===== src/rtl/core/xyp_pkg.sv =====
// Shared types and constants for the X/Y/P photon word deframer.
// Holds tag codes, the expected-tag encoding and the item/point structs.
// No dependencies.
package xyp_pkg;

	localparam int WordW = 16;
	localparam int ValW  = 13;
	localparam int TagW  = WordW - ValW;

	localparam logic [TagW-1:0] TAG_X = 3'b001;
	localparam logic [TagW-1:0] TAG_Y = 3'b010;
	localparam logic [TagW-1:0] TAG_P = 3'b011;

	typedef enum logic [1:0] {
		EXP_X = 2'd0,
		EXP_Y = 2'd1,
		EXP_P = 2'd2
	} exp_t;

	typedef struct packed {
		logic [WordW-1:0] word;
		logic             eor;
	} item_t;

	typedef struct packed {
		logic            valid;
		logic [ValW-1:0] x;
		logic [ValW-1:0] y;
		logic [ValW-1:0] p;
		logic            garbled;
	} point_t;

endpackage


===== src/rtl/core/xyp_in_stage.sv =====
// Input register of the deframer: captures one word transfer per cycle while in_ready is high.
// Depends on xyp_pkg for the item type.
module xyp_in_stage (
	input  logic           clk,
	input  logic           arst_n,
	input  logic           in_valid,
	output logic           in_ready,
	input  xyp_pkg::item_t in_item,
	output logic           valid_s1,
	output xyp_pkg::item_t item_s1,
	input  logic           advance
);

	logic valid_q;

	assign in_ready = !valid_q || advance;
	assign valid_s1 = valid_q;

	always_ff @(posedge clk or negedge arst_n) begin
		if (!arst_n) begin
			valid_q <= 1'b0;
		end else if (in_ready) begin
			valid_q <= in_valid;
		end
	end

	always_ff @(posedge clk) begin
		if (in_ready && in_valid) begin
			item_s1 <= in_item;
		end
	end

endmodule


===== src/rtl/core/xyp_parse_core.sv =====
// Tag parser and burst state of the deframer: works out one result from the
// registered word and updates hunt/expected-tag/working/held values.
// Depends on xyp_pkg for tags, the expected-tag enum and structs.
module xyp_parse_core (
	input  logic            clk,
	input  logic            arst_n,
	input  logic            advance,
	input  xyp_pkg::item_t  item_s1,
	output xyp_pkg::point_t result
);

	logic                       hunting_q, hunting_n;
	xyp_pkg::exp_t              exp_q, exp_n;
	logic [xyp_pkg::ValW-1:0]   work_x_q, work_x_n;
	logic [xyp_pkg::ValW-1:0]   work_y_q, work_y_n;
	logic [xyp_pkg::ValW-1:0]   work_p_q, work_p_n;
	logic [xyp_pkg::ValW-1:0]   held_x_q, held_x_n;
	logic [xyp_pkg::ValW-1:0]   held_y_q, held_y_n;
	logic                       had_data_q, had_data_n;
	logic [xyp_pkg::TagW-1:0]   tag;
	logic [xyp_pkg::ValW-1:0]   val;

	assign tag = item_s1.word[xyp_pkg::WordW-1:xyp_pkg::ValW];
	assign val = item_s1.word[xyp_pkg::ValW-1:0];

	always_comb begin
		hunting_n  = hunting_q;
		exp_n      = exp_q;
		work_x_n   = work_x_q;
		work_y_n   = work_y_q;
		work_p_n   = work_p_q;
		held_x_n   = held_x_q;
		held_y_n   = held_y_q;
		had_data_n = had_data_q;
		result     = '0;

		// zero words change nothing here; the end-of-burst step below still applies
		if (item_s1.word != '0) begin
			had_data_n = 1'b1;
			if (hunting_q) begin
				unique case (tag)
					xyp_pkg::TAG_X: begin
						work_x_n  = val;
						exp_n     = xyp_pkg::EXP_Y;
						hunting_n = 1'b0;
					end
					xyp_pkg::TAG_Y: begin
						// complete with the X held from the last burst
						work_x_n  = held_x_q;
						work_y_n  = val;
						exp_n     = xyp_pkg::EXP_P;
						hunting_n = 1'b0;
					end
					xyp_pkg::TAG_P: begin
						work_x_n     = held_x_q;
						work_y_n     = held_y_q;
						work_p_n     = val;
						result.valid = 1'b1;
						result.x     = held_x_q;
						result.y     = held_y_q;
						result.p     = val;
						exp_n        = xyp_pkg::EXP_X;
						hunting_n    = 1'b0;
					end
					default: result.garbled = 1'b1;
				endcase
			end else begin
				unique case (exp_q)
					xyp_pkg::EXP_Y: begin
						if (tag == xyp_pkg::TAG_Y) begin
							work_y_n = val;
							exp_n    = xyp_pkg::EXP_P;
						end else begin
							result.garbled = 1'b1;
						end
					end
					xyp_pkg::EXP_P: begin
						if (tag == xyp_pkg::TAG_P) begin
							work_p_n     = val;
							result.valid = 1'b1;
							result.x     = work_x_q;
							result.y     = work_y_q;
							result.p     = val;
							exp_n        = xyp_pkg::EXP_X;
						end else begin
							result.garbled = 1'b1;
						end
					end
					default: begin
						if (tag == xyp_pkg::TAG_X) begin
							work_x_n = val;
							exp_n    = xyp_pkg::EXP_Y;
						end else begin
							result.garbled = 1'b1;
						end
					end
				endcase
			end
		end

		// end of burst: hold X/Y if the burst saw data, then restart the hunt
		if (item_s1.eor) begin
			if (had_data_n) begin
				held_x_n = work_x_n;
				held_y_n = work_y_n;
			end
			work_x_n   = '0;
			work_y_n   = '0;
			work_p_n   = '0;
			exp_n      = xyp_pkg::EXP_X;
			hunting_n  = 1'b1;
			had_data_n = 1'b0;
		end
	end

	always_ff @(posedge clk or negedge arst_n) begin
		if (!arst_n) begin
			hunting_q  <= 1'b1;
			exp_q      <= xyp_pkg::EXP_X;
			work_x_q   <= '0;
			work_y_q   <= '0;
			work_p_q   <= '0;
			held_x_q   <= '0;
			held_y_q   <= '0;
			had_data_q <= 1'b0;
		end else if (advance) begin
			hunting_q  <= hunting_n;
			exp_q      <= exp_n;
			work_x_q   <= work_x_n;
			work_y_q   <= work_y_n;
			work_p_q   <= work_p_n;
			held_x_q   <= held_x_n;
			held_y_q   <= held_y_n;
			had_data_q <= had_data_n;
		end
	end

endmodule


===== src/rtl/core/xyp_out_stage.sv =====
// Result register of the deframer: holds one result until the sink takes it.
// Depends on xyp_pkg for the point type.
module xyp_out_stage (
	input  logic            clk,
	input  logic            arst_n,
	input  logic            load,
	input  xyp_pkg::point_t result,
	output logic            load_ready,
	output logic            out_valid,
	input  logic            out_ready,
	output xyp_pkg::point_t point_s2
);

	logic valid_q;

	assign load_ready = !valid_q || out_ready;
	assign out_valid  = valid_q;

	always_ff @(posedge clk or negedge arst_n) begin
		if (!arst_n) begin
			valid_q <= 1'b0;
		end else if (load_ready) begin
			valid_q <= load;
		end
	end

	always_ff @(posedge clk) begin
		if (load_ready && load) begin
			point_s2 <= result;
		end
	end

endmodule


===== src/rtl/core/xyp_photon_word_deframer.sv =====
// X/Y/P photon word deframer, top level.
// Each word passes the input register, then the result register, on its way to the output.
// Throughput: one word per cycle while the sink is ready; the parser state
// updates as a word moves from the input register into the result register.
// Reset (arst_n low): pipeline empty, hunting set, working and held values zero.
// One result per input word; tuser flags mark a point or a garbled word.
module xyp_photon_word_deframer (
	input  logic        clk,
	input  logic        arst_n,
	input  logic        s_tvalid,
	output logic        s_tready,
	input  logic [15:0] s_tdata,  // [15:0] sample_word
	input  logic        s_tlast,  // end_of_read
	output logic        m_tvalid,
	input  logic        m_tready,
	output logic [39:0] m_tdata,  // [12:0] point_x, [25:13] point_y, [38:26] point_p, [39] zero
	output logic [1:0]  m_tuser   // [0] point_valid, [1] garbled
);

	xyp_pkg::item_t  in_item;
	xyp_pkg::item_t  item_s1;
	xyp_pkg::point_t result;
	xyp_pkg::point_t point_s2;
	logic            valid_s1;
	logic            load_ready;
	logic            advance;

	assign in_item.word = s_tdata;
	assign in_item.eor  = s_tlast;
	assign advance      = valid_s1 && load_ready;

	xyp_in_stage u_in (
		.clk      (clk),
		.arst_n   (arst_n),
		.in_valid (s_tvalid),
		.in_ready (s_tready),
		.in_item  (in_item),
		.valid_s1 (valid_s1),
		.item_s1  (item_s1),
		.advance  (advance)
	);

	xyp_parse_core u_parse (
		.clk     (clk),
		.arst_n  (arst_n),
		.advance (advance),
		.item_s1 (item_s1),
		.result  (result)
	);

	xyp_out_stage u_out (
		.clk        (clk),
		.arst_n     (arst_n),
		.load       (valid_s1),
		.result     (result),
		.load_ready (load_ready),
		.out_valid  (m_tvalid),
		.out_ready  (m_tready),
		.point_s2   (point_s2)
	);

	assign m_tdata = {1'b0, point_s2.p, point_s2.y, point_s2.x};
	assign m_tuser = {point_s2.garbled, point_s2.valid};

endmodule

===== config.mk =====
export PLATFORM = sky130hd
export DESIGN_NAME = xyp_photon_word_deframer
export DESIGN_NICKNAME = d
export VERILOG_FILES = /design/src/rtl/core/xyp_pkg.sv /design/src/rtl/core/xyp_in_stage.sv /design/src/rtl/core/xyp_parse_core.sv /design/src/rtl/core/xyp_out_stage.sv /design/src/rtl/core/xyp_photon_word_deframer.sv
export SDC_FILE = /design/constraint.sdc
export NUM_CORES = 1
export LEC_CHECK = 0
export ABC_AREA = 1
export ABC_CLOCK_PERIOD_IN_PS = 8400
export BUFFER_PORTS_ARGS = -buffer_cell sky130_fd_sc_hd__buf_2
export CORE_MARGIN = 8
export CORE_UTILIZATION = 35
export DETAILED_ROUTE_END_ITERATION = 12
export GPL_TIMING_DRIVEN = 0
export PLACE_DENSITY_LB_ADDON = 0.12
export RECOVER_POWER = 50
export SYNTH_ARGS = -nofsm -noshare
export SYNTH_HDL_FRONTEND = slang
export SYNTH_HIERARCHICAL = 1
export SYNTH_SLANG_ARGS = --single-unit

===== constraint.sdc =====
create_clock -name clk -period 8.4 [get_ports clk]
set_input_delay 0.84 -clock clk [delete_from_list [all_inputs] [get_ports clk]]
set_output_delay 0.84 -clock clk [all_outputs]
set_load 0.005 [all_outputs]

Word level (Yosys, flattened, before mapping)
Index checks and enable logic that the tools add are counted.
- flip-flop bits (word level): 116
- output and inout bits: 44
- word-level logic and storage cells: 73
- eq/ne operators: 8
- muxes and demuxes: 34
- reductions and logical operators: 15
- operators by type and width (cell ; count):
    13-bit 2-to-1 mux ; 10
    40-bit 2-to-1 mux ; 3
    13-bit one-hot mux with 2 select lines ; 2
    41-bit 2-to-1 mux ; 1
    16-bit nonzero test ; 1
    2-bit 2-to-1 mux ; 6
    1-bit 2-to-1 mux ; 9
    4-bit by 2-bit inequality test with 1-bit output (second input constant) ; 2
    3-bit by 2-bit equality test with 1-bit output (second input constant) ; 2
    2-bit one-hot mux with 3 select lines ; 1
    6-bit AND reduction ; 1
    5-bit inequality test (second input constant) ; 1
    5-bit nonzero test ; 1
    2-bit one-hot mux with 2 select lines ; 1
    2-bit OR reduction ; 2
    3-bit by 1-bit equality test with 1-bit output (second input constant) ; 1
    3-bit AND reduction ; 1
    3-bit OR reduction ; 1
    2-bit by 1-bit equality test with 1-bit output (second input constant) ; 1
    2-bit equality test (second input constant) ; 1
    1-bit logical AND ; 2
    1-bit zero test ; 2
    1-bit logical OR ; 2
    1-bit one-hot mux with 2 select lines ; 1
    2 further kinds ; 2

Logic depth before layout (Yosys ltp)
Gate-level depths: netlist of the first run.
- word-level depth: 6
- gate-level depth with buffers: 11

Modules after synthesis
Netlist of the first run, hierarchy kept.
- by module, submodules not included (module ; instances ; cells each ; area an instance (sq um) ; sequential area each (sq um)):
    xyp_parse_core ; 1 ; 633 ; 4012.6 ; 1402.6
    xyp_out_stage ; 1 ; 47 ; 1276.2 ; 1256.2
    xyp_in_stage ; 1 ; 23 ; 555.5 ; 535.5
    xyp_photon_word_deframer ; 1 ; 4 ; 18.8 ; 0.0

Worst setup path after synthesis of the first run
Ideal clock, no wire load.
- path type: input -> register
- from: input port m_tready
- to: register, netlist name u_out/point_s2[0]
- setup time: 453 ps
- arrival: 2880 ps
- path slack: 5067 ps
- stages: 2
- path buffers: 0
- path through: inv_1 a21oi_1
- cells in the longest elaborated chain, start to end: 2
- RTL lines (item ; RTL line ; RTL):
    start, declared ; xyp_photon_word_deframer.sv:15 ; input logic m_tready,
    1-bit logical OR ; xyp_out_stage.sv:16 ; assign load_ready = !valid_q || out_ready;
    1-bit logical AND ; xyp_out_stage.sv:28 ; if (load_ready && load) begin
No other way between the ends.
A chain may end at the register's enable or synchronous reset.

==> summary.txt, run 1 <==
Worst hold path
  • Hold path cells: 2
  • Min-delay worst type: reg -> reg
  • Worst hold start: u_parse/held_y_q[1]$_DFFE_PN0P_

Die
  • Core ar.: 16500 sq um
  • I/O pin cnt: 65
  • Die area: 21100 sq um
  • Core Rows: 47
  • Die width: 145 um
  • Die height: 145 um
  • Initial Utilization: 35.6%

Timing
  • Least-Margin Pin Slew: 3370 ps
  • Setup-violating endpoint count in the final report: 0
  • Hold WS: 496 ps
  • Slew Limit Fails: 76
  • Setup TNS: 0 ps
  • Clock skew: 9.57 ps
  • Highest clock rate: 289 MHz
  • Min cycle time layout: 3460 ps
  • Final period utilization: 41.2%
  • Worst rel slew slack: -125%
  • Final hold vios: 0
  • RSZ-0062 raised after global routing: no

Placed design
  • Estimated wirelength of the detail-placed design: 12800 um
  • Port-buffer cells: 63
  • Placer congestion estimate: 0.925
  • DP Cell Count: 992

Finish
  • Filler cell count: 1709
  • Layout cells sized above 1: 14.8%
  • Area delta synth->final: 19.4%
  • Final Non-Filler Cells: 1024
  • Final Util: 42.5%
  • Net count, final: 814
  • Diodes inserted: 0

Synthesis
  • Yosys warning count: 6
  • Post-synth EDFFs: 58
  • Register area share after synthesis: 54.5%
  • Post-Synth XOR/XNOR Area: 0%
  • Count leader, synth: nand2_1
  • Ys flop type: edfxtp_1
  • Syn Std Cell Area: 5860 sq um
  • Largest family of logic cells by synthesized area: simple AND/OR/NAND/NOR gates
  • Synth Area in Adders: 0.427%
  • Leading area contributor after synthesis: edfxtp_1
  • FF+latch count, synth: 116
  • Post-synthesis compound-gate area fraction: 10.9%
  • Synth Instances: 707
  • Commonest cells post-synth: nand2_1, nand3_1, nor2_1, edfxtp_1, inv_1
  • Mux share of post-synthesis cell area: 0%
  • Simple-Gate Fraction of Synth Area: 26.5%
  • Yosys cell types: 32
  • Synth async-reset ratio: 50.0%
  • Synth top area share: 29.7%
  • Syn Area/Cell: 8.29 sq um
  • Area contributors post-synth: edfxtp_1, dfrtp_1, nand2_1, nand3_1, nor2_1
  • Net Count, Synth: 730

Drt
  • Detailed Routing Iterations Pass 1: 6
  • Via/cell ratio: 5.21
  • Post-route DRC: 0
  • Via count: 5331
  • Iter 0 DRT Violations: 634
  • Final ANT Viol Nets: 0
  • WL final: 18500 um
  • Wirelength per Cell: 18.0 um

Worst setup path
  • R2r worst-path depth: 3
  • Slowest CP cell: clkbuf_1
  • CP arrival: 3220 ps
  • R2R Setup Slk: 5070 ps
  • CP Capture Type: asynchronous set/reset pin
  • Crit Path Category: in -> async
  • Critical-path cell list: clkbuf_1
  • Worst Setup SP: arst_n
  • CP Depth: 1
  • Max stage delay on crit path: 2330 ps
  • Worst r2r src: u_in/valid_s1$_DFFE_PN0P_
  • Worst path bufs/invs: 1
  • Setup crit start kind: primary input
  • CP delay by family, top: buffers and inverters
  • CP Data Required Time: 8160 ps
  • CP max FO: 58

Clock network
  • Root buffer cell: clkbuf_16
  • Worst skew pair latency: 420 ps
  • H-tree levels: 4
  • Sinks on the clock net: 116
  • CTS Buf Count: 17
  • Hold-fix buffers at CTS: 0
  • CTS tree: yes
  • Worst-path clk slew: 50 ps
  • Post-CTS Setup Bufs: 0
  • Max Root-Sink Buffers: 2
  • Post_cts resized: 0

Power and ir drop
  • Worst vdd ir: 143 uV
  • LEAKAGE: 3.17 nW
  • Internal Power: 1.29 mW
  • Pwr Total: 1.92 mW
  • Power per cell area: 274 nW/um^2
  • Sequential fraction of design power: 41.9%
  • Combinational cell fraction of total power: 23.3%
  • Switching Share: 33.0%
  • Switching power: 0.632 mW
  • Clk pwr share: 34.8%

Job
  • MaxCap Viol Count: 2

GRT
  • Vias in the first global route: 5294
  • Largest net degree at the start of global routing: 59
  • Grt ovf: 0
  • First-pass GRT wire length: 29000 um
  • GRT Util Overall: 17.7%
  • Initial antenna violation count: 0

Status
  • Run status: complete, but fails checks
  • Violated checks: capacitance limit, slew limit
-- placed cells by master (no fill, tap or decap), types with 3 or more instances in the layout --
cell / instances
nand2_1: 205
nand3_1: 80
buf_2: 61
nor2_1: 60
inv_1: 58
edfxtp_1: 58
dfrtp_1: 57
o21ai_1: 35
clkbuf_1: 34
a21oi_1: 28
o21ai_0: 24
clkbuf_16: 17
a31oi_1: 10
a21o_1: 10
nand4_1: 10
inv_2: 7
clkinv_2: 6
buf_4: 5
nand2_2: 4
nor2_2: 4
o211ai_1: 4
clkinvlp_4: 3
nor2_4: 3
buf_6: 3
-- flip-flops by register name, indices dropped and copies added (netlist names) --
register            count
u_out/out_valid         1
u_in/valid_s1           1
u_out/point_s2         41
u_parse/held_y_q       13
u_parse/work_x_q       13
u_parse/exp_q           2
u_parse/hunting_q       1
u_parse/held_x_q       13
u_in/item_s1           17
u_parse/had_data_q      1
u_parse/work_y_q       13
-- layout make-up --
type / count / area [sq um] / share of cell area [%]
Tap cell: 220 / 275 / 3.93
Timing Repair Buffer: 65 / 319 / 4.56
Clock buffer: 21 / 460 / 6.58
Multi-Input combinational cell: 487 / 2220 / 31.7
Sequential cell: 116 / 3190 / 45.6
Inverter: 65 / 244 / 3.49
Clock inverter: 11 / 86.3 / 1.23
Buffer: 39 / 201 / 2.88
-- power by group through the flow --
| stage | logic, mW | clock network (mW) | registers [mW] |
|---|---|---|---|
| finish | 0.447 | 0.666 | 0.804 |
| global route | 0.503 | 0.710 | 0.818 |
| CTS | 0.448 | 0.684 | 0.802 |
| detailed placement | 0.447 | 0 | 0.810 |
| global placement | 0.431 | 0 | 0.810 |
| floorplan | 0.298 | 0 | 0.792 |
-- final timing paths --
check | to
setup reg to reg | u_out/point_s2[11]$_DFFE_PP_
hold reg to reg | u_parse/held_y_q[1]$_DFFE_PN0P_
setup / recovery | u_parse/held_y_q[7]$_DFFE_PN0P_
min in group asynchronous | u_out/out_valid$_DFFE_PN0P_
max in group clk | u_out/point_s2[11]$_DFFE_PP_
hold / removal | u_parse/held_y_q[1]$_DFFE_PN0P_
-- metrics by stage --
step,worst slack [ps],cell area (sq um)
floorplan,5070,5860
global placement,3840,6450
detailed placement,5820,6500
CTS,5880,7050
global route,4320,7000
finish,4940,7000
-- tightest hold or removal path: stages, from the launching register on --
cell and delay (ps):
dfrtp_1 340, nand2_1 50, o21ai_1 60
-- cells by family after synthesis --
kind of cell    count (synthesis)
simple gates                  368
other cells                     1
fa+ha+maj                       2
compound gates                116
buf+inv                       104
flops                         116
-- metal layers --
metal | GRT usage, % | part of all wire (%)
met1 | 23.2 | 45
met2 | 26.6 | 44
met3 | 5.01 | 8.3
met4 | 8.17 | 2.8
met5 | 0 | 0
No activity file was read; power rests on OpenSTA's default activity.
==> run 2, diff against run 1 <==
- ABC_CLOCK_PERIOD_IN_PS: 8400 -> 3400
- clock period: 8.4 -> 3.4 ns (I/O delays scaled with it)
==> run 2 against run 1 <==
The run still ends with capacitance limit, slew limit left; register-to-register slack worse by 4200 ps; combinational power is 150% higher; non-clock buffer count stayed put; first-iteration DRC count is 0.16% higher; global-route usage stayed put; sequential power is 150% higher; sequential cell count stayed put; largest power group unchanged.
==> summary.txt, run 2 (synthesis gave the netlist of run 1 again) <==
Drt
  • Final ANT Viol Nets: 0 (unchanged)
  • WL final: 18500 um (unchanged)
  • Via/cell ratio: 5.23 (+0.38%)
  • Iter 0 DRT Violations: 635 (+0.16%)
  • Via count: 5351 (+0.38%)
  • Detailed Routing Iterations Pass 1: 6 (unchanged)
  • Wirelength per Cell: 18.0 um (unchanged)
  • Post-route DRC: 0 (unchanged)

Timing
  • Min cycle time layout: 2480 ps
  • Final hold vios: 0 (unchanged)
  • Slew Limit Fails: 75 (-1.3%)
  • Highest clock rate: 403 MHz
  • RSZ-0062 raised after global routing: no
  • Final period utilization: 73.0%
  • Least-Margin Pin Slew: 1900 ps (-1470 ps)
  • Worst rel slew slack: -26.7% (+98 points)
  • Clock skew: 9.46 ps (-0.115 ps)
  • Setup TNS: 0 ps (unchanged)
  • Setup-violating endpoint count in the final report: 0 (unchanged)

Worst setup path
  • R2R Setup Slk: 920 ps (-4150 ps)
  • CP Capture Type: flop
  • CP Data Required Time: 3510 ps (-4650 ps)
  • CP max FO: 26 (-55%)
  • CP arrival: 2590 ps (-630 ps)
  • Worst Setup SP: u_in/valid_s1$_DFFE_PN0P_
  • Setup crit start kind: flop
  • Crit Path Category: reg -> reg
  • Worst r2r src: u_in/valid_s1$_DFFE_PN0P_

Finish
  • Diodes inserted: 0 (unchanged)
  • Top reg by flops: u_out/point_s2
  • Final Non-Filler Cells: 1024 (unchanged)
  • Final Instance Area: 6990 sq um (-0.18%)
  • Net count, final: 814 (unchanged)
  • Filler cell count: 1708 (-0.059%)
  • Most frequent cells in the layout: nand2_1, nand3_1, nor2_1
  • Area delta synth->final: 19.2%
  • Commonest non-fill, non-tap cell in the layout: nand2_1
  • Top flop regs: u_out/point_s2 (41), u_in/item_s1 (17)
  • Layout cells sized above 1: 12.1% (-2.7 points)
  • Largest register FFs: 41 (unchanged)

Clock network
  • H-tree levels: 4 (unchanged)
  • Max Root-Sink Buffers: 2 (unchanged)
  • Hold-fix buffers at CTS: 0 (unchanged)
  • Worst-path clk slew: 50 ps (about the same)
  • Post-CTS Setup Bufs: 0 (unchanged)
  • Worst skew pair latency: 420 ps (about the same)
  • Post_cts resized: 0 (unchanged)
  • Root buffer cell: clkbuf_16
  • Sinks on the clock net: 116 (unchanged)
  • CTS Buf Count: 17 (unchanged)
  • CTS tree: yes

Placed design
  • DP Cell Count: 992 (unchanged)
  • DP Area: 6500 sq um (unchanged)
  • Port-buffer cells: 63 (unchanged)
  • Estimated wirelength of the detail-placed design: 12800 um (unchanged)
  • Placer congestion estimate: 0.925 (unchanged)

Die
  • Core Rows: 47 (unchanged)
  • I/O pin cnt: 65 (unchanged)
  • Die width: 145 um (unchanged)
  • Core ar.: 16500 sq um (unchanged)
  • Initial Utilization: 35.6% (unchanged)
  • Die area: 21100 sq um (unchanged)
  • Die height: 145 um (unchanged)

Power and ir drop
  • Power per cell area: 677 nW/um^2 (+150%)
  • LEAKAGE: 3.11 nW (-2.1%)
  • Worst vdd ir: 353 uV (+150%)

GRT
  • Initial antenna violation count: 0 (unchanged)
  • GRT Util Overall: 17.7% (unchanged)
  • First-pass GRT wire length: 29000 um (unchanged)
  • Grt ovf: 0 (unchanged)
  • Vias in the first global route: 5294 (unchanged)
  • Largest net degree at the start of global routing: 59 (unchanged)

Status
  • Violated checks: capacitance limit, slew limit
  • Run status: complete, but fails checks

Worst hold path
  • Worst hold start: s_tdata[1]
  • Min-delay worst type: in -> reg

Job
  • MaxCap Viol Count: 2 (unchanged)
[run 2: cell count changes in the layout (fill, tap and decap cells not counted), sizes merged]
cell / change
buf: -21
clkbuf: +21
[run 2: cell type report]
type,instances,area [sq um],area share [%]
clock inverter,11,86.3,1.24
multi-input combinational,487,2220,31.8
sequential,116,3190,45.7
timing repair buffer,65,305,4.37
clock buffer,21,460,6.59
inverter,65,244,3.49
tap,220,275,3.94
buffer,39,203,2.90
[run 2: worst paths after layout]
kind / depth (start not counted) / to
min: 1 / u_in/item_s1[2]$_DFFE_PP_
min in group asynchronous: 1 / u_out/out_valid$_DFFE_PN0P_
max: 3 / u_out/point_s2[11]$_DFFE_PP_
max in group asynchronous: 1 / u_parse/held_y_q[7]$_DFFE_PN0P_
min reg2reg: 2 / u_parse/held_y_q[0]$_DFFE_PN0P_
max reg2reg: 3 / u_out/point_s2[11]$_DFFE_PP_
[run 2: worst max-delay path: stages, from the launching register on]
cell and delay, ps:
dfrtp_1 390, inv_1 70, a21oi_1 1410, buf_12 290
[run 2: report_power, final]
group          internal [mW]  switching, mW
logic                  0.362          0.738
registers               1.78          0.207
clock network           1.03          0.617
total                   3.17           1.56
[run 2: per-layer routing]
metal	wire length, um	vias up	GRT usage [%]	share of wire, %
met5	0	-	0	0
met4	515	0	8.17	2.8
met3	1610	37	5.01	8.7
met2	8130	282	26.6	44
met1	8210	2520	23.2	44
li1	-	2512	-	-
[run 2: per-stage QoR]
| stage | util, % | hold WS (ps) | total power, mW | setup WS (ps) |
|---|---|---|---|---|
| after floorplan | - | 44.4 | 2.69 | 507 |
| after global placement | 39.2 | 475 | 3.07 | -664 |
| after detailed placement | 39.5 | 475 | 3.10 | 1130 |
| after CTS | 42.8 | 75.2 | 4.78 | 1120 |
| after global routing | 42.4 | 72.2 | 5.02 | 689 |
| final | 42.4 | 94.1 | 4.73 | 917 |
==> run 3, diff against run 2 <==
- ABC_AREA: 1 -> 0
- ABC_CLOCK_PERIOD_IN_PS: 3400 -> 2300
- clock period: 3.4 -> 2.3 ns (I/O delays scaled with it)
==> run 3 against run 2 <==
The run still ends with capacitance limit, slew limit left; largest power group unchanged; die area down 2.2%; final cell count down 17%; combinational power up 64%; total power up 62%; utilization up 2.5 points.
==> summary.txt, run 3 <==
Synthesis
  • Area contributors post-synth: edfxtp_1, dfrtp_1, a21oi_1, a22oi_1, nand2b_1
  • Commonest cells post-synth: edfxtp_1, dfrtp_1, nor2_1, a21oi_1, nand2b_1
  • Synth top area share: 30.4% (+0.74 points)
  • FF+latch count, synth: 116 (unchanged)
  • Synth Instances: 512 (-28%)
  • Leading area contributor after synthesis: edfxtp_1
  • Yosys cell types: 50 (+56%)
  • Yosys warning count: 6 (unchanged)
  • Count leader, synth: edfxtp_1
  • Post-synth EDFFs: 58 (unchanged)
  • Syn Std Cell Area: 5720 sq um (-2.4%)
  • Net Count, Synth: 535 (-27%)
  • Ys flop type: edfxtp_1
  • Synth async-reset ratio: 50.0% (unchanged)
  • Register area share after synthesis: 55.8% (+1.4 points)
  • Syn Area/Cell: 11.2 sq um (+35%)

Clock network
  • CTS Buf Count: 17 (unchanged)
  • H-tree levels: 4 (unchanged)
  • Worst-path clk slew: 50 ps (about the same)
  • Worst skew pair latency: 420 ps (about the same)
  • CTS tree: yes
  • Root buffer cell: clkbuf_16
  • Sinks on the clock net: 116 (unchanged)
  • Max Root-Sink Buffers: 2 (unchanged)

Finish
  • Area of the multi-input gates: 2350 sq um (+6.1%)
  • Filler cell count: 1481 (-13%)
  • Top flop regs: u_out/point_s2 (41), u_in/item_s1 (17)
  • Top reg by flops: u_out/point_s2
  • Final Non-Filler Cells: 847 (-17%)
  • Diodes inserted: 0 (unchanged)
  • Layout cells sized above 1: 20.1% (+8.1 points)
  • Most frequent cells in the layout: edfxtp_1, dfrtp_1, nor2_1
  • Storage element area: 3190 sq um (unchanged)
  • Final Instance Area: 7170 sq um (+2.6%)
  • Net count, final: 641 (-21%)
  • Area delta synth->final: 25.3%
  • Commonest non-fill, non-tap cell in the layout: edfxtp_1
  • Largest register FFs: 41 (unchanged)

GRT
  • First-pass GRT wire length: 27600 um (-4.7%)
  • Initial antenna violation count: 0 (unchanged)
  • GRT Max-Usage Layer: met2
  • Largest net degree at the start of global routing: 59 (unchanged)
  • GRT Util Overall: 18.0% (+0.28 points)
  • M2 GR Usage: 27.7% (+1.1 points)
  • Met3 usage: 3.52% (-1.5 points)
  • Vias in the first global route: 4694 (-11%)
  • GRT met1 Usage: 23.8% (+0.61 points)
  • Grt ovf: 0 (unchanged)

Placed design
  • DP Cell Count: 791 (-20%)
  • Port-buffer cells: 63 (unchanged)
  • Placer congestion estimate: 0.831 (-10%)
  • DP Area: 6310 sq um (-3.0%)
  • Estimated wirelength of the detail-placed design: 11300 um (-12%)

Power and ir drop
  • Internal Power: 5.33 mW (+68%)
  • Switching Share: 30.7% (-2.3 points)
  • Worst vdd ir: 595 uV (+68%)
  • Switching power: 2.35 mW (+51%)
  • Combinational cell fraction of total power: 23.4% (+0.2 points)
  • Power per cell area: 1070 nW/um^2 (+58%)
  • Sequential fraction of design power: 40.7% (-1.3 points)
  • LEAKAGE: 2.81 nW (-9.6%)
  • Clk pwr share: 35.9% (+1.1 points)

Worst setup path
  • Worst path bufs/invs: 1 (-1)
  • CP delay by family, top: simple AND/OR/NAND/NOR gates
  • R2r worst-path depth: 6 (+3)
  • Critical-path cell list: nor4_4, and4_1, or2_4, buf_4, nor2_1, o31ai_1
  • Crit Path Category: reg -> reg
  • CP max FO: 10 (-62%)
  • CP arrival: 2520 ps (-70 ps)
  • CP Capture Type: flop
  • CP Depth: 6 (+3)
  • Setup crit start kind: flop
  • Setup crit end: u_parse/held_x_q[11]$_DFFE_PN0P_
  • Worst r2r src: u_in/item_s1[7]$_DFFE_PP_
  • Capture point of the worst reg-to-reg path: u_parse/held_x_q[11]$_DFFE_PN0P_
  • R2R Setup Slk: 110 ps (-810 ps)
  • Max stage delay on crit path: 560 ps (-850 ps)
  • Worst Setup SP: u_in/item_s1[7]$_DFFE_PP_
  • Slowest CP cell: edfxtp_1
  • CP Data Required Time: 2630 ps (-880 ps)

Die
  • I/O pin cnt: 65 (unchanged)
  • Die area: 20700 sq um (-2.2%)
  • Die height: 144 um (-1.1%)
  • Die width: 144 um (-1.1%)
  • Initial Utilization: 35.9% (+0.27 points)
  • Core Rows: 46 (-2.1%)
  • Core ar.: 15900 sq um (-3.2%)

Timing
  • Setup-violating endpoint count in the final report: 0 (unchanged)
  • Hold WS: 8.60 ps (-85.5 ps)
  • Final period utilization: 95.4% (+22 points)
  • Clock skew: 9.01 ps (-0.451 ps)
  • Least-Margin Pin Slew: 1600 ps (-300 ps)
  • Min cycle time layout: 2190 ps (-290 ps)
  • Worst rel slew slack: -6.64% (+20 points)
  • Final hold vios: 0 (unchanged)
  • Slew Limit Fails: 59 (-21%)
  • Highest clock rate: 456 MHz (+13%)

Drt
  • Via count: 4643 (-13%)
  • Wirelength per Cell: 20.8 um (+15%)
  • Final ANT Viol Nets: 0 (unchanged)
  • Post-route DRC: 0 (unchanged)
  • Detailed Routing Iterations Pass 1: 6 (unchanged)
  • Via/cell ratio: 5.48 (+4.9%)
  • Iter 0 DRT Violations: 534 (-16%)
  • WL final: 17600 um (-4.7%)

Status
  • Run status: complete, but fails checks
  • Violated checks: capacitance limit, slew limit

Worst hold path
  • Min-delay worst type: in -> reg

Job
  • MaxCap Viol Count: 1 (-1)
[run 3: changes by cell type in the layout (fill, tap and decap cells not counted), moves of 17 or more]
| cell | before | now |
|---|---|---|
| o21ai_0 | 24 | 6 |
| nand2b_1 | 0 | 32 |
| nand2_1 | 205 | 22 |
| mux2i_1 | 0 | 17 |
| nand3_1 | 80 | 13 |
| o21ai_1 | 35 | 4 |
| dlygate4sd3_1 | 0 | 18 |
| inv_1 | 58 | 5 |
| a22oi_1 | 0 | 26 |
[run 3: per-stage QoR]
| stage | worst slack, ps | total power [mW] | setup TNS, ps | util, % |
|---|---|---|---|---|
| after floorplan | 385 | 4.31 | 0 | - |
| after global placement | -182 | 4.84 | -6560 | 39.6 |
| after detailed placement | -197 | 4.90 | -6380 | 39.6 |
| after CTS | 6.43 | 7.71 | 0 | 44.8 |
| after global routing | -14.5 | 8.08 | -35.8 | 45.0 |
| final | 106 | 7.68 | 0 | 45.0 |
[run 3: power groups by stage]
stage	Sequential [mW]	Combinational, mW	Clock [mW]
floorplan	3.03	1.28	0
global placement	3.12	1.72	0
detailed placement	3.15	1.75	0
CTS	3.11	1.79	2.80
global route	3.19	1.99	2.90
finish	3.13	1.80	2.75
[run 3: final cells by class]
class | count | area share (%)
clock buffers | 21 | 6.28
inverters | 5 | 0.262
clock inverters | 11 | 2.20
repair buffers | 87 | 7.02
flip-flops and latches | 116 | 44.6
multi-input cells | 351 | 32.8
plain buffers | 40 | 3.06
well taps | 216 | 3.77
[run 3: worst min-delay path by stage]
stage,cells past startpoint,to,from
final,2,u_in/valid_s1$_DFFE_PN0P_,s_tvalid
after global routing,2,u_in/valid_s1$_DFFE_PN0P_,s_tvalid
after CTS,2,u_in/valid_s1$_DFFE_PN0P_,s_tvalid
after detailed placement,1,u_parse/work_y_q[6]$_DFFE_PN0P_,arst_n
after global placement,1,u_in/item_s1[1]$_DFFE_PP_,s_tdata[0]
after floorplan,0,u_in/valid_s1$_DFFE_PN0P_,arst_n
[run 3: cells by family after synthesis]
group,after synthesis,synth area share (%)
simple gates,172,16.3
fa+ha+maj,2,0.437
buf+inv,45,3.87
other cells,1,0.0656
compound gates,149,18.5
flops,116,55.8
mux,27,4.94
[run 3: routing by layer]
layer / wire (um) / up-vias
met3: 1130 / 24
met2: 8200 / 174
met1: 7920 / 2324
li1: - / 2121
met4: 331 / 0
met5: 0 / -
[run 3: what timing repair did]
item | 4_1_cts | 5_1_grt
gates resized for setup | 9 | 17
hold endpoints to repair | 74 | 0
endpoints found under the setup margin | 65 | 53
setup buffers | 2 | 4
hold buffers | 18 | 0
pin swaps | 1 | 3
